### config.mk
export PLATFORM = sky130hd
export DESIGN_NAME = tta_queue
export DESIGN_NICKNAME = d
export VERILOG_FILES = /design/src/hdl/tta_pkg.sv /design/src/hdl/tta_queue.sv
export SDC_FILE = /design/constraint.sdc
export NUM_CORES = 1
export LEC_CHECK = 0
export ABC_AREA = 0
export BUFFER_PORTS_ARGS = -buffer_cell sky130_fd_sc_hd__buf_2
export CAP_MARGIN = 20
export CORE_UTILIZATION = 30
export DETAILED_ROUTE_END_ITERATION = 6
export GPL_ROUTABILITY_DRIVEN = 0
export SLEW_MARGIN = 30
export SYNTH_ARGS = -nofsm -noshare
export SYNTH_HDL_FRONTEND = slang
export SYNTH_SLANG_ARGS = --single-unit
### constraint.sdc
create_clock -name clock -period 4 [get_ports clock]
set_input_delay 0.2 -clock clock [delete_from_list [all_inputs] [get_ports clock]]
set_output_delay 0.2 -clock clock [all_outputs]
set_load 0.05 [all_outputs]
### src/hdl/tta_pkg.sv
// ----------------------------------------------------------------------------
// Tap adjust package
// Shared widths, constants and the record that travels from the front end
// through the queue to the back end.
// ----------------------------------------------------------------------------
package tta_pkg;

   // Width of every tap, limit and voltage field.
   localparam int TAP_W = 16;

   // Relative error is saturated to this width; any error at or above
   // ERR_SAT drives both rules to the upper tap limit anyway.
   localparam int ERR_W = 18;
   localparam logic [ERR_W-1:0] ERR_SAT = 18'h20000;

   // Numerator width of the quantizing dividers (tap + error - floor).
   localparam int QNUM_W = 18;

   // Signed width of an unclamped tap candidate.
   localparam int CAND_W = 20;

   // Queue between front and back end.
   localparam int QUEUE_DEPTH = 4;
   localparam int QUEUE_PTR_W = 2;
   localparam int QUEUE_CNT_W = 3;

   // Fields decided by the classifier and carried with the high-error divide.
   typedef struct packed {
      logic [TAP_W-1:0] tap;
      logic [TAP_W-1:0] tmax;
      logic [TAP_W-1:0] tmin;
      logic [TAP_W-1:0] step;
      logic             hi_run;
      logic             fault;
   } class_type;

   // One queued request with both saturated relative errors.
   typedef struct packed {
      class_type        cls;
      logic             lo_run;
      logic [ERR_W-1:0] err_h;
      logic [ERR_W-1:0] err_l;
   } queue_item_type;

endpackage

### src/hdl/tta_queue.sv
// ----------------------------------------------------------------------------
// Tap adjust request queue
// Small FIFO between front and back end; the back end drains one entry
// per cycle, so the queue only absorbs timing slack between the two.
// ----------------------------------------------------------------------------
module tta_queue (
   input  logic                    clock,
   input  logic                    reset,
   input  logic                    push,
   input  tta_pkg::queue_item_type push_item,
   output logic                    near_full,
   output logic                    out_valid,
   output tta_pkg::queue_item_type out_item
);

   tta_pkg::queue_item_type            mem [0:tta_pkg::QUEUE_DEPTH-1];
   logic [tta_pkg::QUEUE_PTR_W-1:0]    wr_ptr_ff;
   logic [tta_pkg::QUEUE_PTR_W-1:0]    rd_ptr_ff;
   logic [tta_pkg::QUEUE_CNT_W-1:0]    count_ff;
   logic [tta_pkg::QUEUE_CNT_W-1:0]    count_in;
   logic                               pop;
   logic                               out_valid_ff;
   tta_pkg::queue_item_type            out_item_ff;

   // Drain whenever something is stored.
   assign pop = (count_ff != '0);

   always_comb begin
      count_in = count_ff;
      if (push && !pop) begin
         count_in = count_ff + 1'b1;
      end else if (!push && pop) begin
         count_in = count_ff - 1'b1;
      end
   end

   // Storage and registered read port.
   always_ff @(posedge clock) begin
      if (push) begin
         mem[wr_ptr_ff] <= push_item;
      end
      if (pop) begin
         out_item_ff <= mem[rd_ptr_ff];
      end
   end

   // Pointers and fill count.
   always_ff @(posedge clock) begin
      if (reset) begin
         wr_ptr_ff    <= '0;
         rd_ptr_ff    <= '0;
         count_ff     <= '0;
         out_valid_ff <= 1'b0;
      end else begin
         if (push) begin
            wr_ptr_ff <= wr_ptr_ff + 1'b1;
         end
         if (pop) begin
            rd_ptr_ff <= rd_ptr_ff + 1'b1;
         end
         count_ff     <= count_in;
         out_valid_ff <= pop;
      end
   end

   assign near_full = (count_ff >= tta_pkg::QUEUE_CNT_W'(tta_pkg::QUEUE_DEPTH - 1));
   assign out_valid = out_valid_ff;
   assign out_item  = out_item_ff;

   // The fill count never passes the depth.
   a_count_bound: assert property (@(posedge clock) disable iff (reset)
      count_ff <= tta_pkg::QUEUE_CNT_W'(tta_pkg::QUEUE_DEPTH))
      else $error("queue count exceeds depth");

   // No request is written into a full queue.
   a_no_overflow: assert property (@(posedge clock) disable iff (reset)
      !(push && (count_ff == tta_pkg::QUEUE_CNT_W'(tta_pkg::QUEUE_DEPTH))))
      else $error("queue overflow");

   // A stored entry is delivered in the next cycle.
   a_drain: assert property (@(posedge clock) disable iff (reset)
      (count_ff != '0) |=> out_valid_ff)
      else $error("queue entry not delivered");

endmodule

==> summary.md <==
| Metric | Value |
|---|---|
| GRT overflow | `0` |
| Critical Path End Type | `register` |
| H-tree Lvls | `2` |
| Port buffer count | `210` |
| Switching Share | `33.7%` |
| Vias per cell | `between 4 and 5` |
| Sequential-to-total area share from yosys stat | `85.1%` |
| Placed Area | `20,500 um^2` |
| Fmax | `459 MHz` |
| CP required | `4.27 ns` |
| Initial antenna violation count | `4` |
| Slew @ Worst Pin | `0.946 ns` |
| Design area | `around 23,000 um^2` |
| Post-synth cell types | `23` |
| Worst hold path startpoint | `push_item[86]` |
| WP data arrival | `2.45 ns` |
| Syn_nets | `799` |
| Layout cells sized above 1 | `a little under two fifths` |
| Clk Latency, worst-skew pair | `approximately 0.60 ns` |
| GRT Util Overall | `roughly 12%` |
| RR Startpoint | `count_ff[0]$_SDFFE_PP0P_` |
| Crit path largest cell delay | `0.59 ns` |
| Static Leak | `0.00778 uW` |
| Worst Hold Depth | `2` |
| Syn avg cell area | `26.7 um^2` |
| Fillcell total | `approximately 5.4k` |
| Core ar. | `60,500 um^2` |
| Syn-to-layout area delta | `26.6%` |
| End of the worst register-to-register path | `out_item[29]$_DFFE_PP_` |
| Number of post-CTS setup repair buffers | `0` |
| DRT antenna net count | `0` |
| CTS tree | `done` |
| Setup CP Type | `reg2reg` |
| Die Span Y | `249 um` |
| Fin nets | `1,162` |
| Power share of the combinational group | `26.8%` |
| Ys Warns | `0` |
| Per-cell routed wire length | `19.8 um` |
| Wire length on met2 | `between 15,000 and 20,000 um` |
| Initial Utilization | `30.4%` |
| Clock share of power | `28.8%` |
| Final wirelength | `between 30,000 and 40,000 um` |
| Syn Inst Count | `between 600 and 700` |
| Reg power frac | `44.4%` |
| Status | `complete, no violations` |
| Period utilization | `54.4%` |
| Hold EP | `mem[0][86]$_DFFE_PP_` |
| Int Pwr | `11,300 uW` |
| Slew HR | `37.0%` |
| Residual DRC | `0` |
| Metal-1 WL | `around 16,000 um` |
| TritonRoute pass-1 iters | `4` |
| Synthesized area | `18,400 um^2` |
| First-iteration detailed-routing DRC count | `453` |
| Peak supply drop | `~0.0009 V` |
| CP startpoint kind | `register` |
| Critical path fanouts, max | `44` |
| Die width | `249 um` |
| Flop-to-flop setup slack | `1.82 ns` |
| RSZ-0062 raised after global routing | `no` |
| Overall power | `17,000 uW` |
| IO Pins | `211` |
| Fin crit period | `2.18 ns` |
| Clock transition at path regs | `0.06 ns` |
| Final setup vio count | `0` |
| Worst R2R Path Depth | `3` |
| Slowest-stage cell, CP | `nor3_1` |
| Die area | `62,200 um^2` |
| Top layer in use | `met5` |
| Slew Limit Fails | `0` |
| Total of max-cap violations | `0` |
| HPWL Detailed | `20,200 um` |
| Cell Rows | `90` |
| Via count | `~8.3k` |
| Most common cell after layout, fill and taps aside | `edfxtp_1` |
| First-pass GRT wire length | `56,300 um` |
| CP cell instances | `nor3_1 -> inv_4 -> buf_4` |
| NetSw | `5720 uW` |
| Clock Skew | `approximately 0.025 ns` |
| Yosys reg bits | `523` |
| Number of global-route vias before repair | `9,279` |
| Worst hold path class | `in2reg` |
| Met3 wire length | `just under 2000 um` |
| Power Dens Cells | `between 700 and 800 nW/um^2` |
| Largest net degree at the start of global routing | `54` |
| Setup_tns | `0 ns` |
| Final hold vios | `0` |
| Clock Tree Buf Depth | `3` |
| Commonest cells after routing, fill and taps aside | `edfxtp_1 (515), buf_2 (210), dlygate4sd3_1 (105)` |
| Clock sinks | `523` |
| CTS buffer count | `56` |
| Root Driver | `clkbuf_16` |
==> metal layers <==
metal  vias up  global-route usage, %
met4         6                   4.32
met1      4354                   15.4
li1       3685                      -
met2       216                   20.0
met3        74                   2.90
met5         -                      0
==> per-stage QoR <==
step	util [%]	worst slack (ns)	cells	hold WS, ns
6_report	38.5	1.82	1878	0.356
5_1_grt	38.5	1.63	1878	0.337
2_1_floorplan	-	0.606	688	0.299
3_3_place_gp	33.8	1.77	1669	0.411
3_5_place_dp	33.8	1.74	1669	0.416
4_1_cts	38.4	1.75	1876	0.297
==> critical path, delay by kind of cell, from the launching register on <==
kind / cells / cell delay, ns
buffers and inverters: 2 / 0.87
DFF: 1 / 0.37
and+or+nand+nor: 1 / 0.59
==> cell usage after synthesis <==
library cell	count	area, um^2
buf_1	1	3.75
ha_1	5	62.6
or3_1	2	12.5
dfxtp_1	8	160
inv_1	3	11.3
clkbuf_1	5	18.8
nor3_1	1	5.00
xnor2_1	1	8.76
mux2i_1	1	10.0
o31ai_1	1	7.51
a21oi_1	1	5.00
nor2_1	7	26.3
and2_1	4	25.0
buf_6	7	78.8
nor2b_1	1	6.26
a21o_2	1	8.76
buf_2	13	65.1
a21o_1	1	7.51
edfxtp_1	515	15500
mux2_4	1	15.0
mux4_2	103	2320
o21ai_0	2	10.0
xor2_1	4	35.0
==> worst max path at each step <==
stage | startpoint | endpoint | cells after the start
after floorplan | wr_ptr_ff[0]$_SDFFE_PP0P_ | mem[0][0]$_DFFE_PP_ | 3
after global placement | rd_ptr_ff[0]$_SDFFE_PP0P_ | out_item[5]$_DFFE_PP_ | 2
after detailed placement | count_ff[0]$_SDFFE_PP0P_ | out_item[50]$_DFFE_PP_ | 3
after CTS | count_ff[0]$_SDFFE_PP0P_ | out_item[29]$_DFFE_PP_ | 3
after global routing | count_ff[0]$_SDFFE_PP0P_ | out_item[29]$_DFFE_PP_ | 3
final | count_ff[0]$_SDFFE_PP0P_ | out_item[29]$_DFFE_PP_ | 3
==> cells by family after synthesis <==
| group | Yosys count | share of synthesized area (%) |
|---|---|---|
| xor+xnor | 5 | 0.238 |
| mux | 105 | 12.8 |
| buf+inv | 29 | 0.967 |
| flops | 523 | 85.1 |
| simple gates | 15 | 0.409 |
| compound gates | 6 | 0.211 |
| fa+ha+maj | 5 | 0.341 |
==> sequential cells by signal (all words and copies together), names as in the netlist <==
| register | flops |
|---|---|
| rd_ptr_ff | 2 |
| mem | 412 |
| count_ff | 3 |
| wr_ptr_ff | 2 |
| out_valid | 1 |
| out_item | 103 |
==> power by group through the flow <==
stage | sequential (uW) | combinational [uW] | clock [uW]
finish | 7550 | 4550 | 4890
global route | 7660 | 4790 | 5240
CTS | 7580 | 4660 | 5070
detailed placement | 7680 | 4580 | 0
global placement | 7670 | 4530 | 0
floorplan | 9500 | 1530 | 0
==> area by class of cell <==
type / count / area [um^2] / area share [%]
diodes: 1 / 2.50 / 0.0108
well taps: 782 / 978 / 4.21
repair buffers: 331 / 2320 / 9.98
multi-input cells: 136 / 2570 / 11.1
clock buffers: 66 / 1460 / 6.28
inverters: 3 / 13.8 / 0.0592
flip-flops and latches: 523 / 15600 / 67.2
clock inverters: 36 / 275 / 1.18
==> timing repair <==
item,in CTS,in global routing
endpoints found under the setup margin,0,0
hold buffers,105,0
gates resized for setup,0,0
hold endpoints to repair,420,0
(Power assumes the default switching activity.)
